===== src/sv/pslh_pkg.sv =====
// Package for the power-line serial link handshake block.
// Holds link byte codes, phase enums, item and result structs and the code tables.
// No dependencies.
package pslh_pkg;

   // command codes of one input beat
   localparam logic [1:0] CMD_SEND = 2'd0;
   localparam logic [1:0] CMD_RX   = 2'd1;
   localparam logic [1:0] CMD_SLOT = 2'd2;

   // link bytes
   localparam logic [7:0] BYTE_STX         = 8'h02;
   localparam logic [7:0] BYTE_CMD_CODE    = 8'h63;
   localparam logic [7:0] BYTE_ECHO_START  = 8'h58;
   localparam logic [7:0] BYTE_ASYNC_START = 8'h78;
   localparam logic [7:0] BYTE_ACK         = 8'h06;
   localparam logic [7:0] BYTE_NAK         = 8'h15;
   localparam logic [7:0] BYTE_CR          = 8'h0D;
   localparam logic [7:0] TX_REPEAT_BIAS   = 8'h40;
   localparam logic [7:0] RX_REPEAT_BIAS   = 8'h30;
   localparam logic [7:0] CODE_UNKNOWN     = 8'hFF;
   localparam logic [7:0] LETTER_A         = 8'h41;

   typedef enum logic [3:0] {
      TXP_IDLE     = 4'd0,
      TXP_PREAMBLE = 4'd1,
      TXP_ACKWAIT  = 4'd2,
      TXP_CR       = 4'd3,
      TXP_CMDCODE  = 4'd4,
      TXP_HOUSE    = 4'd5,
      TXP_UNIT     = 4'd6,
      TXP_FUNC     = 4'd7,
      TXP_REPEAT   = 4'd8,
      TXP_ECHO     = 4'd9
   } tx_phase_type;

   typedef enum logic [3:0] {
      RXP_IDLE    = 4'd0,
      RXP_HOUSE1  = 4'd2,
      RXP_UNIT    = 4'd3,
      RXP_REPEAT1 = 4'd4,
      RXP_START2  = 4'd5,
      RXP_HOUSE2  = 4'd6,
      RXP_FUNC    = 4'd7,
      RXP_REPEAT2 = 4'd8
   } rx_phase_type;

   typedef enum logic [1:0] {
      EV_NONE  = 2'd0,
      EV_ECHO  = 2'd1,
      EV_ASYNC = 2'd2
   } event_kind_type;

   typedef struct packed {
      logic [1:0] command;
      logic [7:0] rx_byte;
      logic [7:0] house_letter;
      logic [7:0] unit_number;
      logic [7:0] function_index;
      logic [7:0] repeat_count;
   } item_type;

   typedef struct packed {
      logic           tx_valid;
      logic [7:0]     tx_byte;
      event_kind_type event_kind;
      logic [7:0]     house;
      logic [7:0]     unit;
      logic [7:0]     function_res;
      logic [7:0]     repeat_res;
      logic           busy_res;
   } result_type;

   // engine status seen by the top level checks
   typedef struct packed {
      logic         tx_busy;
      logic         rx_busy;
      tx_phase_type tx_phase;
   } status_type;

   localparam logic [7:0] HOUSE_CODES [16] = '{
      8'h46, 8'h4E, 8'h42, 8'h4A, 8'h41, 8'h49, 8'h45, 8'h4D,
      8'h47, 8'h4F, 8'h43, 8'h4B, 8'h40, 8'h48, 8'h44, 8'h4C
   };
   localparam logic [7:0] UNIT_CODES [16] = '{
      8'h4C, 8'h5C, 8'h44, 8'h54, 8'h42, 8'h52, 8'h4A, 8'h5A,
      8'h4E, 8'h5E, 8'h46, 8'h56, 8'h40, 8'h50, 8'h48, 8'h58
   };
   localparam logic [7:0] FUNC_CODES [15] = '{
      8'h41, 8'h43, 8'h45, 8'h47, 8'h49, 8'h4B, 8'h4D, 8'h4F,
      8'h51, 8'h57, 8'h55, 8'h59, 8'h5B, 8'h5D, 8'h5F
   };

   // house letter 'A'..'P' to line code
   function automatic logic [7:0] house_encode(input logic [7:0] letter);
      logic [7:0] off;
      off = letter - LETTER_A;
      if (off < 8'd16) begin
         return HOUSE_CODES[off[3:0]];
      end
      return CODE_UNKNOWN;
   endfunction

   // unit 1..16 to line code
   function automatic logic [7:0] unit_encode(input logic [7:0] unit);
      logic [7:0] off;
      off = unit - 8'd1;
      if (off < 8'd16) begin
         return UNIT_CODES[off[3:0]];
      end
      return CODE_UNKNOWN;
   endfunction

   // function index 0..14 to line code
   function automatic logic [7:0] func_encode(input logic [7:0] func);
      if (func < 8'd15) begin
         return FUNC_CODES[func[3:0]];
      end
      return CODE_UNKNOWN;
   endfunction

   // line code to house letter, unknown when absent
   function automatic logic [7:0] house_decode(input logic [7:0] code);
      logic [7:0] res;
      res = CODE_UNKNOWN;
      for (int i = 15; i >= 0; i--) begin
         if (HOUSE_CODES[i] == code) begin
            res = LETTER_A + 8'(i);
         end
      end
      return res;
   endfunction

   // line code to unit number, unknown when absent
   function automatic logic [7:0] unit_decode(input logic [7:0] code);
      logic [7:0] res;
      res = CODE_UNKNOWN;
      for (int i = 15; i >= 0; i--) begin
         if (UNIT_CODES[i] == code) begin
            res = 8'(i + 1);
         end
      end
      return res;
   endfunction

   // line code to function index, unknown when absent
   function automatic logic [7:0] func_decode(input logic [7:0] code);
      logic [7:0] res;
      res = CODE_UNKNOWN;
      for (int i = 14; i >= 0; i--) begin
         if (FUNC_CODES[i] == code) begin
            res = 8'(i);
         end
      end
      return res;
   endfunction

endpackage


===== src/sv/pslh_engine.sv =====
// Link state engine: transmit and receive phases, records and per-beat result.
// Depends on pslh_pkg for tables, phase enums and the item/result structs.
module pslh_engine (
   input  logic                clock,
   input  logic                reset,
   input  logic                step,
   input  pslh_pkg::item_type  item,
   output pslh_pkg::result_type result,
   output pslh_pkg::status_type status
);

   pslh_pkg::tx_phase_type tx_phase_ff, tx_phase_in;
   pslh_pkg::rx_phase_type rx_phase_ff, rx_phase_in;
   logic       tx_busy_ff, tx_busy_in;
   logic       rx_busy_ff, rx_busy_in;
   logic       echo_ff, echo_in;
   logic       slot_en_ff, slot_en_in;
   logic [7:0] tx_house_ff, tx_house_in;
   logic [7:0] tx_unit_ff, tx_unit_in;
   logic [7:0] tx_func_ff, tx_func_in;
   logic [7:0] tx_rep_ff, tx_rep_in;
   logic [7:0] rx_house_ff, rx_house_in;
   logic [7:0] rx_unit_ff, rx_unit_in;
   logic [7:0] rx_func_ff, rx_func_in;

   logic       link_busy;
   logic       hs_cr, hs_ack, hs_nak, hs_any;
   logic       rx_deframe;
   logic [7:0] rx_b;

   // classify the received byte against the handshake
   assign rx_b       = item.rx_byte;
   assign link_busy  = tx_busy_ff | rx_busy_ff;
   assign hs_cr      = tx_busy_ff && (rx_b == pslh_pkg::BYTE_CR)
                       && (tx_phase_ff == pslh_pkg::TXP_CR);
   assign hs_ack     = tx_busy_ff && (rx_b == pslh_pkg::BYTE_ACK)
                       && (tx_phase_ff == pslh_pkg::TXP_ACKWAIT);
   assign hs_nak     = tx_busy_ff && (rx_b == pslh_pkg::BYTE_NAK)
                       && (tx_phase_ff == pslh_pkg::TXP_ACKWAIT);
   assign hs_any     = hs_cr | hs_ack | hs_nak;
   assign rx_deframe = (item.command == pslh_pkg::CMD_RX) && !hs_any
                       && (rx_b != pslh_pkg::BYTE_CR);

   assign status.tx_busy  = tx_busy_ff;
   assign status.rx_busy  = rx_busy_ff;
   assign status.tx_phase = tx_phase_ff;

   // next state
   always_comb begin
      tx_phase_in = tx_phase_ff;
      rx_phase_in = rx_phase_ff;
      tx_busy_in  = tx_busy_ff;
      rx_busy_in  = rx_busy_ff;
      echo_in     = echo_ff;
      slot_en_in  = slot_en_ff;
      tx_house_in = tx_house_ff;
      tx_unit_in  = tx_unit_ff;
      tx_func_in  = tx_func_ff;
      tx_rep_in   = tx_rep_ff;
      rx_house_in = rx_house_ff;
      rx_unit_in  = rx_unit_ff;
      rx_func_in  = rx_func_ff;
      case (item.command)
         pslh_pkg::CMD_SEND: begin
            if (!link_busy) begin
               tx_house_in = pslh_pkg::house_encode(item.house_letter);
               tx_unit_in  = pslh_pkg::unit_encode(item.unit_number);
               tx_func_in  = pslh_pkg::func_encode(item.function_index);
               tx_rep_in   = item.repeat_count + pslh_pkg::TX_REPEAT_BIAS;
               tx_busy_in  = 1'b1;
               tx_phase_in = pslh_pkg::TXP_PREAMBLE;
               slot_en_in  = 1'b1;
            end
         end
         pslh_pkg::CMD_RX: begin
            if (hs_cr) begin
               tx_phase_in = pslh_pkg::TXP_CMDCODE;
               slot_en_in  = 1'b1;
            end else if (hs_ack) begin
               tx_phase_in = pslh_pkg::TXP_CR;
            end else if (hs_nak) begin
               tx_phase_in = pslh_pkg::TXP_PREAMBLE;
               slot_en_in  = 1'b1;
            end else if (rx_deframe) begin
               unique case (rx_phase_ff)
                  pslh_pkg::RXP_IDLE: begin
                     if (rx_b == pslh_pkg::BYTE_ECHO_START) begin
                        echo_in     = 1'b1;
                        rx_phase_in = pslh_pkg::RXP_HOUSE1;
                     end else if (rx_b == pslh_pkg::BYTE_ASYNC_START) begin
                        rx_busy_in  = 1'b1;
                        echo_in     = 1'b0;
                        rx_phase_in = pslh_pkg::RXP_HOUSE1;
                     end
                  end
                  pslh_pkg::RXP_HOUSE1: begin
                     rx_house_in = pslh_pkg::house_decode(rx_b);
                     rx_phase_in = pslh_pkg::RXP_UNIT;
                  end
                  pslh_pkg::RXP_UNIT: begin
                     rx_unit_in  = pslh_pkg::unit_decode(rx_b);
                     rx_phase_in = pslh_pkg::RXP_REPEAT1;
                  end
                  pslh_pkg::RXP_REPEAT1: rx_phase_in = pslh_pkg::RXP_START2;
                  pslh_pkg::RXP_START2:  rx_phase_in = pslh_pkg::RXP_HOUSE2;
                  pslh_pkg::RXP_HOUSE2:  rx_phase_in = pslh_pkg::RXP_FUNC;
                  pslh_pkg::RXP_FUNC: begin
                     rx_func_in  = pslh_pkg::func_decode(rx_b);
                     rx_phase_in = pslh_pkg::RXP_REPEAT2;
                  end
                  pslh_pkg::RXP_REPEAT2: begin
                     if (echo_ff) begin
                        tx_busy_in = 1'b0;
                     end else begin
                        rx_busy_in = 1'b0;
                     end
                     rx_phase_in = pslh_pkg::RXP_IDLE;
                  end
                  default: rx_phase_in = rx_phase_ff;
               endcase
            end
         end
         pslh_pkg::CMD_SLOT: begin
            if (slot_en_ff) begin
               unique case (tx_phase_ff)
                  pslh_pkg::TXP_PREAMBLE: begin
                     tx_phase_in = pslh_pkg::TXP_ACKWAIT;
                     slot_en_in  = 1'b0;
                  end
                  pslh_pkg::TXP_CMDCODE: tx_phase_in = pslh_pkg::TXP_HOUSE;
                  pslh_pkg::TXP_HOUSE:   tx_phase_in = pslh_pkg::TXP_UNIT;
                  pslh_pkg::TXP_UNIT:    tx_phase_in = pslh_pkg::TXP_FUNC;
                  pslh_pkg::TXP_FUNC:    tx_phase_in = pslh_pkg::TXP_REPEAT;
                  pslh_pkg::TXP_REPEAT: begin
                     tx_phase_in = pslh_pkg::TXP_ECHO;
                     slot_en_in  = 1'b0;
                  end
                  default: tx_phase_in = tx_phase_ff;
               endcase
            end
         end
         default: tx_phase_in = tx_phase_ff;
      endcase
   end

   // result of the current beat
   always_comb begin
      result = '0;
      case (item.command)
         pslh_pkg::CMD_SEND: begin
            result.busy_res = link_busy;
         end
         pslh_pkg::CMD_RX: begin
            if (rx_deframe && (rx_phase_ff == pslh_pkg::RXP_REPEAT2)) begin
               result.event_kind   = echo_ff ? pslh_pkg::EV_ECHO : pslh_pkg::EV_ASYNC;
               result.house        = rx_house_ff;
               result.unit         = rx_unit_ff;
               result.function_res = rx_func_ff;
               result.repeat_res   = rx_b - pslh_pkg::RX_REPEAT_BIAS;
            end
         end
         pslh_pkg::CMD_SLOT: begin
            if (slot_en_ff) begin
               unique case (tx_phase_ff)
                  pslh_pkg::TXP_PREAMBLE: begin
                     result.tx_valid = 1'b1;
                     result.tx_byte  = pslh_pkg::BYTE_STX;
                  end
                  pslh_pkg::TXP_CMDCODE: begin
                     result.tx_valid = 1'b1;
                     result.tx_byte  = pslh_pkg::BYTE_CMD_CODE;
                  end
                  pslh_pkg::TXP_HOUSE: begin
                     result.tx_valid = 1'b1;
                     result.tx_byte  = tx_house_ff;
                  end
                  pslh_pkg::TXP_UNIT: begin
                     result.tx_valid = 1'b1;
                     result.tx_byte  = tx_unit_ff;
                  end
                  pslh_pkg::TXP_FUNC: begin
                     result.tx_valid = 1'b1;
                     result.tx_byte  = tx_func_ff;
                  end
                  pslh_pkg::TXP_REPEAT: begin
                     result.tx_valid = 1'b1;
                     result.tx_byte  = tx_rep_ff;
                  end
                  default: result.tx_valid = 1'b0;
               endcase
            end
         end
         default: result.busy_res = 1'b0;
      endcase
   end

   // advance state on each processed beat
   always_ff @(posedge clock) begin
      if (reset) begin
         tx_phase_ff <= pslh_pkg::TXP_IDLE;
         rx_phase_ff <= pslh_pkg::RXP_IDLE;
         tx_busy_ff  <= 1'b0;
         rx_busy_ff  <= 1'b0;
         echo_ff     <= 1'b0;
         slot_en_ff  <= 1'b0;
         tx_house_ff <= '0;
         tx_unit_ff  <= '0;
         tx_func_ff  <= '0;
         tx_rep_ff   <= '0;
         rx_house_ff <= '0;
         rx_unit_ff  <= '0;
         rx_func_ff  <= '0;
      end else if (step) begin
         tx_phase_ff <= tx_phase_in;
         rx_phase_ff <= rx_phase_in;
         tx_busy_ff  <= tx_busy_in;
         rx_busy_ff  <= rx_busy_in;
         echo_ff     <= echo_in;
         slot_en_ff  <= slot_en_in;
         tx_house_ff <= tx_house_in;
         tx_unit_ff  <= tx_unit_in;
         tx_func_ff  <= tx_func_in;
         tx_rep_ff   <= tx_rep_in;
         rx_house_ff <= rx_house_in;
         rx_unit_ff  <= rx_unit_in;
         rx_func_ff  <= rx_func_in;
      end
   end

endmodule


===== src/sv/powerline_serial_link_handshake.sv =====
// Power-line serial link handshake, host side: one result beat per request beat.
// A request is held in the input register, then its result in the result register.
// Throughput: one beat per cycle without rsp_stall; the link state engine updates once per beat.
// Reset: synchronous, active high; clears both stages and returns the link to idle.
// Depends on pslh_pkg and pslh_engine.
module powerline_serial_link_handshake (
   input  logic       clock,
   input  logic       reset,
   input  logic       req_valid,
   output logic       req_stall,
   input  logic [1:0] req_command,
   input  logic [7:0] req_rx_byte,
   input  logic [7:0] req_house_letter,
   input  logic [7:0] req_unit_number,
   input  logic [7:0] req_function_index,
   input  logic [7:0] req_repeat_count,
   output logic       rsp_valid,
   input  logic       rsp_stall,
   output logic       rsp_tx_valid,
   output logic [7:0] rsp_tx_byte,
   output logic [1:0] rsp_event_kind,
   output logic [7:0] rsp_house,
   output logic [7:0] rsp_unit,
   output logic [7:0] rsp_function_res,
   output logic [7:0] rsp_repeat_res,
   output logic       rsp_busy_res
);

   logic                  in_valid_ff, in_valid_in;
   pslh_pkg::item_type    in_item_ff;
   logic                  rsp_valid_ff, rsp_valid_in;
   pslh_pkg::result_type  rsp_ff;
   pslh_pkg::result_type  step_result;
   pslh_pkg::status_type  status;
   logic                  advance;
   logic                  accept;

   // move the held beat forward when the result register is free or draining
   assign advance     = in_valid_ff && (!rsp_valid_ff || !rsp_stall);
   assign req_stall   = in_valid_ff && !advance;
   assign accept      = req_valid && !req_stall;
   assign in_valid_in = accept || (in_valid_ff && !advance);
   assign rsp_valid_in = advance || (rsp_valid_ff && rsp_stall);

   pslh_engine u_engine (
      .clock  (clock),
      .reset  (reset),
      .step   (advance),
      .item   (in_item_ff),
      .result (step_result),
      .status (status)
   );

   // input register
   always_ff @(posedge clock) begin
      if (reset) begin
         in_valid_ff <= 1'b0;
      end else begin
         in_valid_ff <= in_valid_in;
      end
      if (accept) begin
         in_item_ff.command        <= req_command;
         in_item_ff.rx_byte        <= req_rx_byte;
         in_item_ff.house_letter   <= req_house_letter;
         in_item_ff.unit_number    <= req_unit_number;
         in_item_ff.function_index <= req_function_index;
         in_item_ff.repeat_count   <= req_repeat_count;
      end
   end

   // result register
   always_ff @(posedge clock) begin
      if (reset) begin
         rsp_valid_ff <= 1'b0;
      end else begin
         rsp_valid_ff <= rsp_valid_in;
      end
      if (advance) begin
         rsp_ff <= step_result;
      end
   end

   assign rsp_valid        = rsp_valid_ff;
   assign rsp_tx_valid     = rsp_ff.tx_valid;
   assign rsp_tx_byte      = rsp_ff.tx_byte;
   assign rsp_event_kind   = rsp_ff.event_kind;
   assign rsp_house        = rsp_ff.house;
   assign rsp_unit         = rsp_ff.unit;
   assign rsp_function_res = rsp_ff.function_res;
   assign rsp_repeat_res   = rsp_ff.repeat_res;
   assign rsp_busy_res     = rsp_ff.busy_res;

`ifndef NO_ASSERTIONS
   // a refused send carries no byte and no event
   a_busy_alone: assert property (@(posedge clock) disable iff (reset)
      (rsp_valid_ff && rsp_busy_res) |->
         (!rsp_tx_valid && rsp_event_kind == pslh_pkg::EV_NONE))
      else $error("refused send carries byte or event");

   // an idle byte slot carries a zero byte
   a_tx_zero: assert property (@(posedge clock) disable iff (reset)
      (rsp_valid_ff && !rsp_tx_valid) |-> (rsp_tx_byte == 8'd0))
      else $error("tx byte set without tx valid");

   // the transmitter leaves idle only together with the busy flag
   a_idle_not_busy: assert property (@(posedge clock) disable iff (reset)
      (status.tx_phase == pslh_pkg::TXP_IDLE) |-> !status.tx_busy)
      else $error("transmitter busy while idle");

   // a held beat stays held until it moves to the result register
   a_hold_beat: assert property (@(posedge clock) disable iff (reset)
      (in_valid_ff && !advance) |=> in_valid_ff)
      else $error("held beat lost");
`endif

endmodule

===== config.mk =====
export PLATFORM = sky130hd
export DESIGN_NAME = powerline_serial_link_handshake
export DESIGN_NICKNAME = d
export VERILOG_FILES = /design/src/sv/pslh_pkg.sv /design/src/sv/pslh_engine.sv /design/src/sv/powerline_serial_link_handshake.sv
export SDC_FILE = /design/constraint.sdc
export NUM_CORES = 1
export LEC_CHECK = 0
export ABC_AREA = 1
export BUFFER_PORTS_ARGS = -buffer_cell sky130_fd_sc_hd__buf_2
export CORE_MARGIN = 2
export CORE_UTILIZATION = 55
export CTS_BUF_LIST = sky130_fd_sc_hd__clkbuf_16
export DETAILED_ROUTE_END_ITERATION = 8
export MAX_ROUTING_LAYER = met4
export PLACE_DENSITY_LB_ADDON = 0.15
export RECOVER_POWER = 50
export SLEW_MARGIN = 20
export SYNTH_ARGS = -nofsm -noshare
export SYNTH_HDL_FRONTEND = slang
export SYNTH_SLANG_ARGS = --single-unit

===== constraint.sdc =====
create_clock -name clock -period 3.2 [get_ports clock]
set_clock_uncertainty 0.2 [all_clocks]
set_input_delay 0.16 -clock clock [delete_from_list [all_inputs] [get_ports clock]]
set_output_delay 0.16 -clock clock [all_outputs]
set_load 0.05 [all_outputs]

# After elaboration in Yosys (flattened, before gate mapping)
# Memories as Yosys holds them, arrays and structs flattened.
# Index checks and enable logic that the tools add are counted.
classes:
  magnitude_cmp: 6
  multipliers: 0
  n_mux: 101
  n_bitwise: 10
  add_sub_neg: 4
  div: 0
  eq_ne: 70
  n_shift: 0
  reduce_logical: 42
ops:
  columns: ["operator", "count"]
  rows:
  - ["8-bit two-way mux", 59]
  - ["7-bit by 8-bit equality test with 1-bit output, first input constant", 31]
  - ["8-bit case mux with 6 select lines", 1]
  - ["4-bit by 3-bit equality test with 1-bit output, second input constant", 8]
  - ["4-bit case mux with 8 select lines", 1]
  - ["4-bit two-way mux", 7]
  - ["1-bit two-way mux", 27]
  - ["4-bit case mux with 6 select lines", 1]
  - ["7-bit AND reduction", 3]
  - ["4-bit by 2-bit equality test with 1-bit output, second input constant", 4]
  - ["8-bit by 7-bit equality test with 1-bit output, second input constant", 2]
  - ["8-bit by 5-bit < comparator with 1-bit output, second input constant", 2]
  - ["8-bit AND reduction", 2]
  - ["5-bit >= comparator, second input constant", 3]
  - ["4-bit inverter with 5-bit output", 3]
  - ["2-bit inequality test, second input constant", 7]
  - ["1-bit logical AND", 13]
  - ["4-bit case mux with 3 select lines", 1]
  - ["10-bit AND reduction", 1]
  - ["9-bit AND reduction", 1]
  - ["8-bit by 7-bit adder with 8-bit output, second input constant", 1]
  - ["4-bit equality test, second input constant", 2]
  - ["8-bit by 3-bit equality test with 1-bit output, second input constant", 1]
  - ["8-bit by 4-bit equality test with 1-bit output, second input constant", 1]
  - ["other kinds (32)", 51]
totals:
  latchBits: 0
  ff_bits: 156
  mem_bits_rw: 0
  output_inout_bits: 46
  inputBits: 46
  mem_bits_ro: 384
  wordCells: 265
  mem_count: 3
memory_table:
  columns: ["memory", "depth", "word_bits", "read_ports", "rd_clocked_by_memory_dff", "wr", "line", "source"]
  rows:
  - ["(name not given)", 16, 8, 1, 0, 0, "pslh_pkg.sv:99", "return HOUSE_CODES[off[3:0]];"]
  - ["(name not given)", 16, 8, 1, 0, 0, "pslh_pkg.sv:109", "return UNIT_CODES[off[3:0]];"]
  - ["(name not given)", 16, 8, 1, 0, 0, "pslh_pkg.sv:117", "return FUNC_CODES[func[3:0]];"]

# Longest topological paths before layout
# Gate-level depths: netlist (run 1).
depth:
  word_depth: 17
  depth_mapped: 14
  depth_no_buf: 14

# By module
# A second synthesis (run 1) with hierarchy kept.
unflattened:
  hier_cells: 738
  area_unflattened_um2: 6727.7
modules_own_cells:
  columns: ["mod", "area_each_um2", "instances", "cells_per_inst", "seq_area_each_um2"]
  rows:
  - ["pslh_engine", 4053.9, 1, 640, 1081.0]
  - ["powerline_serial_link_handshake", 2673.8, 1, 98, 2622.5]

# Worst setup path before layout (run 1)
# No wires, ideal clock.
synth_path:
  path_kind: "register -> register"
  from: "reg rsp_valid_ff, in the netlist rsp_valid"
  to: "reg u_engine.tx_house_ff[1]"
  synth_period_minus_slack_ns: 2.925
  setup_time_ns: 0.116
  slack_ns: 0.275
  stages_incl_launch_ff: 10
  t_required_ns: 2.884
  t_arrival_ns: 2.609
  path_buffers: 1
  path_cell_list: "dfxtp_1 nand2_1 nand2_1 inv_1 nand2_1 clkinv_1 clkbuf_1 nand3_1 o211ai_1 inv_1"
synth_via:
  elab_chain_cells: 4
synth_lines:
  columns: ["item", "line", "source"]
  rows:
  - ["start: declaration", "powerline_serial_link_handshake.sv:31", "logic rsp_valid_ff, rsp_valid_in;"]
  - ["start signal: assignment", "powerline_serial_link_handshake.sv:76", "rsp_valid_ff <= rsp_valid_in;"]
  - ["1-bit zero test", "powerline_serial_link_handshake.sv:39", "assign advance = in_valid_ff && (!rsp_valid_ff || !rsp_stall);"]
  - ["1-bit logical OR", "powerline_serial_link_handshake.sv:39", null]
  - ["1-bit logical AND", "powerline_serial_link_handshake.sv:39", null]
  - ["named net advance", "powerline_serial_link_handshake.sv:35", "logic advance;"]
  - ["3-bit AND reduction (no source line)", null, null]
  - ["end signal: assignment", "pslh_engine.sv:220", "tx_house_ff <= tx_house_in;"]
  - ["end: declaration", "pslh_engine.sv:18", "logic [7:0] tx_house_ff, tx_house_in;"]
# The timed path passes the listed nets, and every way through them passes these cells.
# A chain may end at the register's enable or synchronous reset.

# Worst setup path after layout (run 1)
layout_path:
  from: "reg in_item_ff[36] (netlist bit)"
  to: "reg rsp_ff (netlist bit rsp_repeat_res[1]), data pin"
layout_via:
  elab_chain_cells: 10
  word_cells_on_any_way: 17
  cone_classes: "4 x eq/ne; 2 x bitwise; 11 x reduce/logical"
layout_lines:
  columns: ["item", "line", "source"]
  rows:
  - ["start: declaration", "powerline_serial_link_handshake.sv:30", "pslh_pkg::item_type in_item_ff;"]
  - ["8-bit by 4-bit equality test with 1-bit output or 8-bit by 3-bit equality test with 1-bit output (tied branches)", "pslh_engine.sv:34, pslh_engine.sv:36", null]
  - ["1-bit logical AND, on equally long branches", "pslh_engine.sv:34, pslh_engine.sv:36", null]
  - ["1-bit logical AND, on equally long branches", "pslh_engine.sv:35, pslh_engine.sv:37", null]
  - ["1-bit bitwise OR (2 in a row)", "pslh_engine.sv:40", "assign hs_any = hs_cr | hs_ack | hs_nak;"]
  - ["1-bit zero test", "pslh_engine.sv:41", "assign rx_deframe = (item.command == pslh_pkg::CMD_RX) && !hs_any"]
  - ["1-bit logical AND", "pslh_engine.sv:41", null]
  - ["1-bit logical AND *", "pslh_engine.sv:42", "&& (rx_b != pslh_pkg::BYTE_CR);"]
  - ["1-bit logical AND *", "pslh_engine.sv:154", "if (rx_deframe && (rx_phase_ff == pslh_pkg::RXP_REPEAT2)) begin"]
  - ["2-bit AND reduction (no source line) *", null, null]
  - ["end signal: assignment", "powerline_serial_link_handshake.sv:79", "rsp_ff <= step_result;"]
  - ["end: declaration", "powerline_serial_link_handshake.sv:32", "pslh_pkg::result_type rsp_ff;"]
# Mark *: on every way between the ends. The rest lies on a longest branch, timed or not.

==> impl_metrics.json, run 1 <==
{
  "power_density_mw_per_mm2": 551,
  "core_area_mm2": 0.0114,
  "crit_type": "reg -> reg",
  "fin_setup_tns_ns": 0,
  "clock.fmax_mhz": 384,
  "synth_mux_area_frac": 0,
  "synth-edff-count": 80,
  "critical_path.endpoint_type": "flop",
  "grt_usage": 0.268,
  "path_clk_slew_ns": 0.06,
  "drc": 0,
  "post_cts_resized": 0,
  "dpl.hpwl_um": 10500,
  "grt_busiest_layer": "met2",
  "report.final.hold_viol_count": 0,
  "max-vdd-ir-drop_mv": 0.923,
  "grt_max_degree": 43,
  "clock-sinks": 136,
  "synth_cell_types": 44,
  "rows": 39,
  "antenna_cells": 0,
  "synth-xor-area-share": 0.0178,
  "outcome": "completed",
  "grt_use_met3": 0.0577,
  "async_flop_share": 0,
  "grtUsageMet1": 0.313,
  "postRouteAntennaNets": 0,
  "grt_pass1_vias": 5422,
  "crit_arrival_ns": 2.55,
  "cts_buffers": 17,
  "p_leak_nw": 3.28,
  "syn-num-nets": 791,
  "dr_total_vias": 5497,
  "htreeDepth": 4,
  "synth_largest_area_cell": "edfxtp_1",
  "cts_tree": "done",
  "start_kind": "flop",
  "r2r_cells": 11,
  "routed_wl_um": 15800,
  "switchingPower_mw": 1.06,
  "synth-seq-cells": 136,
  "fin_crit_sh": 0.813,
  "final_max_slew_viol_count": 0,
  "power_frac_seq": 0.445,
  "avgSynthCellArea_um2": 8.74,
  "clock_latency_ns": 0.42,
  "drtPass1Iterations": 7,
  "io_pins": 92,
  "die_x_um": 112,
  "io_buffers": 91,
  "syn_area_mm2": 0.00640,
  "synthAdderAreaFrac": 0.0254,
  "antenna_found_initial": 0,
  "min_path_cells": 3,
  "p_comb_frac": 0.084,
  "synth_top_area_frac": 0.375,
  "dieArea_mm2": 0.0125,
  "maxSlewHeadroom": 0.252,
  "grt_pass1_wl_um": 25700,
  "overflow": 0,
  "layout_min_cycle_time_ns": 2.60,
  "synth_compound_area_frac": 0.110,
  "hp-class": "in -> reg",
  "cts_buffer_depth": 2,
  "gr-usage-met2": 0.452,
  "synthCells": 732,
  "yosysSeqAreaShare": 0.550,
  "required_ns": 3.15,
  "area_growth_pct": 24.9,
  "switching_share": 0.240,
  "yosys_warnings": 0,
  "setup_violations": 0,
  "start_util": 0.563,
  "rsz0062_at_grt": "no",
  "max-cap-violations": 0,
  "synth-main-ff-cell": "edfxtp_1",
  "synth_top_family_by_area": "simple AND/OR/NAND/NOR gates",
  "drive_gt1_frac": 0.126,
  "synth-simple-area-share": 0.218,
  "p_total_mw": 4.41,
  "synth.area.top_cells": "edfxtp_1, dfxtp_1, nand2_1",
  "p_int_mw": 3.35,
  "clkPwrFrac": 0.471,
  "routabilityCongestion": 0.908,
  "worst_pin_slew_ns": 1.12,
  "wire_per_inst_um": 15.3,
  "cts_root_buf": "clkbuf_16",
  "num-nets-final": 934,
  "die_h_um": 112,
  "cp_max_fo": 27,
  "viasPerCell": 5.33,
  "first_iter_violations": 421
}
-- worst paths after layout --
check / start / to / slack, ns
worst min-delay path: reset / u_engine.tx_func_ff[6]$_SDFFE_PP0P_ / 0.05
worst max-delay path: in_item_ff[36]$_DFFE_PP_ / rsp_repeat_res[1]$_SDFFCE_PN0P_ / 0.60
worst min register to register: u_engine.rx_house_ff[4]$_SDFFE_PP0P_ / u_engine.rx_house_ff[4]$_SDFFE_PP0P_ / 0.26
worst max register to register: in_item_ff[36]$_DFFE_PP_ / rsp_repeat_res[1]$_SDFFCE_PN0P_ / 0.60
-- power by group through the flow --
stage | registers, mW | clock network (mW) | logic (mW)
final | 1.96 | 2.08 | 0.369
after floorplan | 2.06 | 0 | 0.166
after global placement | 1.99 | 0 | 0.320
after global routing | 1.97 | 2.17 | 0.399
after detailed placement | 1.99 | 0 | 0.325
after CTS | 1.96 | 2.09 | 0.368
-- cells in the final DEF, fill, tap and decap left out, types with 38 or more instances in the layout --
master and n:
a21oi_1 49, dlygate4sd3_1 45, inv_1 97, buf_2 44, nor2_1 124, o21ai_0 38, nand2_1 125, dfxtp_1 56
clkbuf_1 46, edfxtp_1 80
-- Yosys cell counts, types with 2 or more instances --
| master | instances |
|---|---|
| a31oi_1 | 5 |
| xnor2_1 | 6 |
| clkbuf_1 | 7 |
| o21ai_1 | 6 |
| nand3_1 | 26 |
| o21ai_0 | 38 |
| edfxtp_1 | 80 |
| nor3_1 | 9 |
| o22ai_1 | 3 |
| buf_4 | 8 |
| nand2_1 | 125 |
| or2_2 | 3 |
| inv_2 | 12 |
| dfxtp_1 | 56 |
| ha_1 | 13 |
| nand2_2 | 3 |
| a221oi_1 | 4 |
| a211oi_1 | 4 |
| nand2_4 | 3 |
| nand3b_1 | 2 |
| o211ai_1 | 5 |
| a21oi_1 | 49 |
| inv_1 | 96 |
| nor2_1 | 124 |
| o21a_1 | 2 |
| nand4_1 | 12 |
| nor2_4 | 3 |
| a21oi_2 | 2 |
| nor2_2 | 5 |
| xor2_1 | 7 |
-- layer usage --
layer / share of wire / vias to the layer above
met2: 0.50 / 183
li1: - / 2710
met1: 0.42 / 2573
met3: 0.057 / 31
met5: 0 / -
met4: 0.023 / 0
-- sequential cells by signal, indices dropped and copies added, names as in the netlist, 2 cells and up --
signal and count:
u_engine.rx_house_ff 7, u_engine.tx_house_ff 5, rsp_tx_byte 8, u_engine.tx_phase_ff 4
u_engine.rx_phase_ff 4, rsp_house 7, u_engine.tx_rep_ff 8, u_engine.rx_func_ff 5
rsp_unit 6, rsp_function_res 5, rsp_event_kind 2, u_engine.tx_unit_ff 5
u_engine.tx_func_ff 6, u_engine.rx_unit_ff 6, in_item_ff 42, rsp_repeat_res 8
-- timing repair --
| action | CTS | global route |
|---|---|---|
| hold buffers | 45 | 0 |
| hold endpoints to repair | 44 | 0 |
| buffers inserted | 0 | 0 |
-- final cells by class --
type / instances / area (µm²)
Timing Repair Buffer: 141 / 883
Tap cell: 143 / 179
Clock inverter: 15 / 201
Inverter: 109 / 409
Sequential cell: 136 / 3520
Fill cell: 874 / 3370
Clock buffer: 17 / 425
Multi-Input combinational cell: 470 / 2370
-- worst max-delay path, stage by stage (launching register included) --
cell      delay [ns]
edfxtp_1        0.45
inv_1           0.10
ha_1            0.20
inv_1           0.05
nor2_1          0.27
nand2_4         0.12
nor2_2          0.18
nor2_4          0.07
nand3_4         0.14
nor2_1          0.08
inv_2           0.36
nor2_1          0.11
-- cells by family after synthesis --
group,Yosys count
AO/OA/AOI/OAI,124
adder cells (fa/ha/maj),13
flip-flops,136
AND/OR/NAND/NOR,320
buffers and inverters,126
XOR/XNOR,13
-- per-stage QoR --
step	area (µm²)	instances	utilization	worst slack, ns	hold slack (ns)
global route	8000	1031	0.703	0.379	0.0476
floorplan	6400	732	-	0.275	0.0589
global placement	6980	954	0.614	0.682	0.136
finish	8000	1031	0.703	0.598	0.0499
detailed placement	6980	954	0.614	0.604	0.138
CTS	8060	1031	0.708	0.580	0.0365
(Power assumes the default switching activity.)
==> run 2: changes to the inputs <==
ABC_AREA = 0   (was 1)
clock period = 2.7 ns   (was 3.2 ns; I/O delays follow)
==> impl_metrics.json, run 2 <==
{
  "synth-seq-cells": 136,
  "cts_tree": "done",
  "first_iter_violations": 387,
  "critical-path-max-stage-delay_ns": 0.45,
  "rrSetupSlack_ns": 0.12,
  "wire_per_inst_um": 16.4,
  "synth_mux_area_frac": 0.00527,
  "synthCells": 579,
  "synth-main-ff-cell": "edfxtp_1",
  "grt_pass1_vias": 4721,
  "max-vdd-ir-drop_mv": 0.461,
  "io_pins": 92,
  "area_growth_pct": 28.1,
  "regMostFlops": "in_item_ff",
  "layout_common_cells": "edfxtp_1, nor2_1, dfxtp_1",
  "final_common_cell": "edfxtp_1",
  "syn_area_mm2": 0.00617,
  "synth_cell_types": 69,
  "rows": 38,
  "start_kind": "flop",
  "endpoint": "u_engine.tx_phase_ff[3]$_SDFFE_PP0P_",
  "r2r_cells": 8,
  "final_max_slew_viol_count": 0,
  "r2r-start": "in_item_ff[36]$_DFFE_PP_",
  "synth_largest_area_cell": "edfxtp_1",
  "synth-edff-count": 80,
  "outcome": "completed",
  "critical_path.endpoint_type": "flop",
  "path_clk_slew_ns": 0.06,
  "grt_usage": 0.260,
  "critPathLaunch": "in_item_ff[36]$_DFFE_PP_",
  "synth_compound_area_frac": 0.149,
  "routed_wl_um": 14400,
  "switching_share": 0.230,
  "cts_buffer_depth": 2,
  "dr_total_vias": 4924,
  "fin_setup_tns_ns": 0,
  "htreeDepth": 4,
  "p_comb_frac": 0.089,
  "hp-class": "in -> reg",
  "core_area_mm2": 0.0109,
  "synth-simple-area-share": 0.179,
  "p_leak_nw": 2.91,
  "synth_top_area_frac": 0.389,
  "min_path_cells": 3,
  "switchingPower_mw": 1.18,
  "largest_register_ffs": 42,
  "wl_met1_um": 6120,
  "maxSlewHeadroom": 0.333,
  "overflow": 0,
  "io_buffers": 91,
  "cp.depth": 8,
  "drc": 0,
  "cp_max_fo": 5,
  "layout_min_cycle_time_ns": 2.58,
  "synth_top_family_by_area": "simple AND/OR/NAND/NOR gates",
  "drtPass1Iterations": 6,
  "slowest_stage": "edfxtp_1",
  "yosysSeqAreaShare": 0.571,
  "crit_path_frequent_cell": "o41ai_2",
  "cpLargestDelayFamily": "compound AO/OA/AOI/OAI gates",
  "antenna_found_initial": 0,
  "async_flop_share": 0,
  "worst_pin_slew_ns": 1.00,
  "yosys_warnings": 0,
  "start_util": 0.567,
  "grt_pass1_wl_um": 23100,
  "wl_met3_um": 711,
  "power_frac_seq": 0.453,
  "crit_type": "reg -> reg",
  "drive_gt1_frac": 0.173,
  "fin_crit_sh": 0.957,
  "power_density_mw_per_mm2": 647,
  "synth.area.top_cells": "edfxtp_1, dfxtp_1, a21oi_1",
  "dieArea_mm2": 0.0121,
  "p_int_mw": 3.94,
  "r2r_end": "u_engine.tx_phase_ff[3]$_SDFFE_PP0P_",
  "synthAdderAreaFrac": 0.0263,
  "synth-xor-area-share": 0.0270,
  "top_layer": "met4",
  "postRouteAntennaNets": 0,
  "path_cells": "inv_1 -> ha_1 -> or3b_4 -> o41ai_2 -> buf_4 -> o32ai_2 -> or2_4 -> o41ai_2",
  "crit_buf_inv": 2,
  "avgSynthCellArea_um2": 10.7,
  "clock-sinks": 136,
  "dpl.hpwl_um": 9340,
  "yosysMostFrequentCell": "edfxtp_1",
  "report.final.hold_viol_count": 0,
  "viasPerCell": 5.61,
  "die_h_um": 110,
  "synthTopCellsByCount": "edfxtp_1, nor2_1, dfxtp_1",
  "setup_violations": 0,
  "crit_arrival_ns": 2.70,
  "required_ns": 2.82,
  "cts_buffers": 17,
  "num-nets-final": 784,
  "clock_latency_ns": 0.41,
  "cts_root_buf": "clkbuf_16",
  "clock.fmax_mhz": 387,
  "final_util": 0.726,
  "grt_max_degree": 43,
  "antenna_cells": 0,
  "die_x_um": 110,
  "routabilityCongestion": 0.891,
  "syn-num-nets": 638,
  "max-cap-violations": 0,
  "wl_met2_um": 7260,
  "clkPwrFrac": 0.458
}
## run 2: cell types whose count changed after synthesis, sizes merged, moves of 8 or more
cell	change
nor3	+8
nor2	-76
and2	+26
nand2	-91
inv	-90
a311oi	+9
nand3	-21
clkbuf	+23
nand4	-9
o21ai	-12
## run 2: how the worst min path moves through the flow
stage / startpoint / end / slack (ns)
2_1_floorplan: req_repeat_count[0] / in_item_ff[0]$_DFFE_PP_ / 0.03
3_3_place_gp: req_house_letter[6] / in_item_ff[30]$_DFFE_PP_ / 0.11
3_5_place_dp: req_house_letter[4] / in_item_ff[28]$_DFFE_PP_ / 0.11
4_1_cts: reset / rsp_valid$_SDFF_PP0_ / 0.06
5_1_grt: reset / rsp_valid$_SDFF_PP0_ / 0.10
6_report: reset / u_engine.rx_phase_ff[3]$_SDFFE_PP0P_ / 0.07
## run 2: per-stage QoR
stage | std cells | setup WS (ns) | hold slack (ns) | total power [mW] | cell area (µm²)
after floorplan | 579 | 0.0209 | 0.0339 | 2.64 | 6200
after global placement | 799 | 0.117 | 0.111 | 2.75 | 6870
after detailed placement | 799 | 0.0293 | 0.113 | 2.76 | 6870
after CTS | 875 | 0.0167 | 0.0644 | 5.13 | 7920
after global routing | 878 | -0.0163 | 0.104 | 5.27 | 7910
final | 878 | 0.116 | 0.0726 | 5.12 | 7910
## run 2: cell families after synthesis
family | Yosys count
adders and majority gates | 13
xor gates and xnor gates | 19
buffers and inverters | 61
AOI/OAI and AO/OA | 141
and+or+nand+nor | 206
DFF | 136
muxes | 3
## run 2: metal layers
metal / vias up / track usage
li1: 2408 / -
met1: 2309 / 0.314
met2: 183 / 0.430
met3: 24 / 0.0533
met4: 0 / 0.100
met5: - / -
## run 2: final cells by class
type / instances / area [µm²]
flip-flops and latches: 136 / 3520
repair buffers: 169 / 1090
fillers: 821 / 2980
clock buffers: 18 / 450
inverters: 19 / 75.1
well taps: 140 / 175
clock inverters: 14 / 156
multi-input cells: 382 / 2430
## run 2: power groups by stage
stage               clock network (mW)  registers [mW]  logic, mW
floorplan                            0            2.43      0.211
global placement                     0            2.36      0.398
detailed placement                   0            2.36      0.404
CTS                               2.36            2.32      0.455
global route                      2.45            2.33      0.495
finish                            2.34            2.32      0.456
## run 2: timing repair
| item | in CTS | in global routing |
|---|---|---|
| hold endpoints to repair | 44 | 0 |
| setup endpoints to repair | 0 | 39 |
| gates resized for setup | 0 | 6 |
| hold buffers | 44 | 0 |
| buffers inserted | 0 | 3 |
## run 2: tightest hold or removal path, cell delays in order
cell and delay [ns]:
buf_2 0.09, inv_1 0.22, o21a_1 0.19
==> run 3: changes to the inputs <==
GPL_TIMING_DRIVEN = 0   (was default)
==> impl_metrics.json, run 3 (same netlist as run 2, synthesis figures left out) <==
{
  "path_clk_slew_ns": 0.06,
  "max-cap-violations": 0,
  "cts_tree": "done",
  "largest_register_ffs": 42,
  "die_x_um": 110,
  "dr_total_vias": 5089,
  "area_growth_pct": 29.1,
  "cp_max_fo": 11,
  "grt_max_degree": 43,
  "grt_use_met3": 0.0634,
  "start_util": 0.567,
  "dpl_cell_area_mm2": 0.00683,
  "fin_crit_sh": 0.965,
  "r2r-start": "in_item_ff[36]$_DFFE_PP_",
  "wire_per_inst_um": 18.3,
  "start_kind": "input port",
  "max-vdd-ir-drop_mv": 0.531,
  "clock-sinks": 136,
  "clock.fmax_mhz": 384,
  "required_ns": 2.84,
  "io_buffers": 91,
  "routabilityCongestion": 0.896,
  "grt_busiest_layer": "met2",
  "setup_violations": 0,
  "crit_type": "in -> reg",
  "overflow": 0,
  "num-nets-final": 799,
  "io_pins": 92,
  "placed_cells": 810,
  "critPathLaunch": "rsp_stall",
  "hp-class": "in -> reg",
  "fin_setup_tns_ns": 0,
  "grtUsageMet1": 0.356,
  "worst_pin_slew_ns": 1.42,
  "postRouteAntennaNets": 0,
  "p_leak_nw": 2.86,
  "gr-usage-met2": 0.473,
  "antenna_found_initial": 0,
  "report.final.hold_viol_count": 0,
  "dieArea_mm2": 0.0121,
  "viasPerCell": 5.70,
  "power_density_mw_per_mm2": 635,
  "grt_pass1_vias": 4918,
  "endpoint": "u_engine.tx_rep_ff[2]$_SDFFE_PP0P_",
  "outcome": "completed",
  "crit_arrival_ns": 2.75,
  "grt_pass1_wl_um": 25200,
  "core_area_mm2": 0.0109,
  "r2r_cells": 9,
  "maxSlewHeadroom": 0.0511,
  "clock_latency_ns": 0.42,
  "layout_min_cycle_time_ns": 2.61,
  "fillers": 782,
  "regMostFlops": "in_item_ff",
  "htreeDepth": 4,
  "dpl.hpwl_um": 10300,
  "routed_wl_um": 16300,
  "first_iter_violations": 336,
  "layout_common_cells": "edfxtp_1, clkbuf_1, nor2_1",
  "r2r_end": "u_engine.tx_phase_ff[3]$_SDFFE_PP0P_",
  "final_common_cell": "edfxtp_1",
  "fin_area_mm2": 0.00797,
  "final_max_slew_viol_count": 0,
  "cts_root_buf": "clkbuf_16",
  "drc": 0,
  "drive_gt1_frac": 0.155,
  "critical_path.endpoint_type": "flop",
  "rrSetupSlack_ns": 0.12,
  "grt_usage": 0.291,
  "die_h_um": 110,
  "cts_buffer_depth": 2,
  "rsz0062_at_grt": "no",
  "cts_buffers": 17,
  "finalWorstSetupSlack_ns": 0.0948,
  "rows": 38,
  "layoutNonFillerInstCount": 893,
  "final_util": 0.732,
  "drtPass1Iterations": 5,
  "antenna_cells": 0,
  "preCtsSetupSlack_ns": -0.571
}
-- run 3: final cells by class --
cell class	instances	area [µm²]	share of cell area
Sequential cell	136	3520	0.442
Multi-Input combinational cell	382	2500	0.313
Timing Repair Buffer	144	918	0.115
Clock buffer	18	450	0.0565
Buffer	38	191	0.0240
Tap cell	140	175	0.0220
Clock inverter	14	129	0.0162
Inverter	19	75.1	0.00942
Timing Repair inverter	2	10.0	0.00126
-- run 3: through the flow --
step           hold slack, ns  total power, mW
2_1_floorplan          0.0339             2.64
3_3_place_gp            0.111             2.76
3_5_place_dp            0.113             2.77
4_1_cts                 0.206             5.05
5_1_grt                 0.220             5.21
6_report                0.221             5.06
-- run 3: worst min-delay path by stage --
stage                              startpoint                       end  cells past startpoint
after detailed placement  req_repeat_count[6]   in_item_ff[6]$_DFFE_PP_                      1
final                     req_house_letter[2]  in_item_ff[26]$_DFFE_PP_                      2
after floorplan           req_repeat_count[0]   in_item_ff[0]$_DFFE_PP_                      0
after global placement    req_house_letter[6]  in_item_ff[30]$_DFFE_PP_                      1
after CTS                 req_repeat_count[6]   in_item_ff[6]$_DFFE_PP_                      2
after global routing       req_unit_number[1]  in_item_ff[17]$_DFFE_PP_                      2
-- run 3: critical path: stages --
cell and delay (ns):
dlygate4sd3_1 0.53, buf_2 0.13, nand2_1 0.05, nand2_1 0.23, clkinvlp_4 0.34, and3_1 0.19
clkbuf_1 0.41, clkbuf_1 0.46, nand2_1 0.10, a21oi_1 0.16
-- run 3: timing repair --
item                                   4_1_cts  5_1_grt
hold buffers                                45        0
setup buffers                                3        4
pin swaps                                    1        4
endpoints found under the hold margin       45        0
cloned                                       2        0
setup endpoints to repair                   80       46
gates resized for setup                      9       25
-- run 3: routing by layer --
| layer | routed length (µm) | part of all wire |
|---|---|---|
| met5 | 0 | 0 |
| met4 | 374 | 0.023 |
| met3 | 1130 | 0.069 |
| met2 | 8050 | 0.49 |
| met1 | 6780 | 0.41 |
-- run 3: report_power, final --
part	switching [mW]	internal [mW]
Clock	0.864	1.40
Combinational	0.310	0.173
Sequential	0.0441	2.28
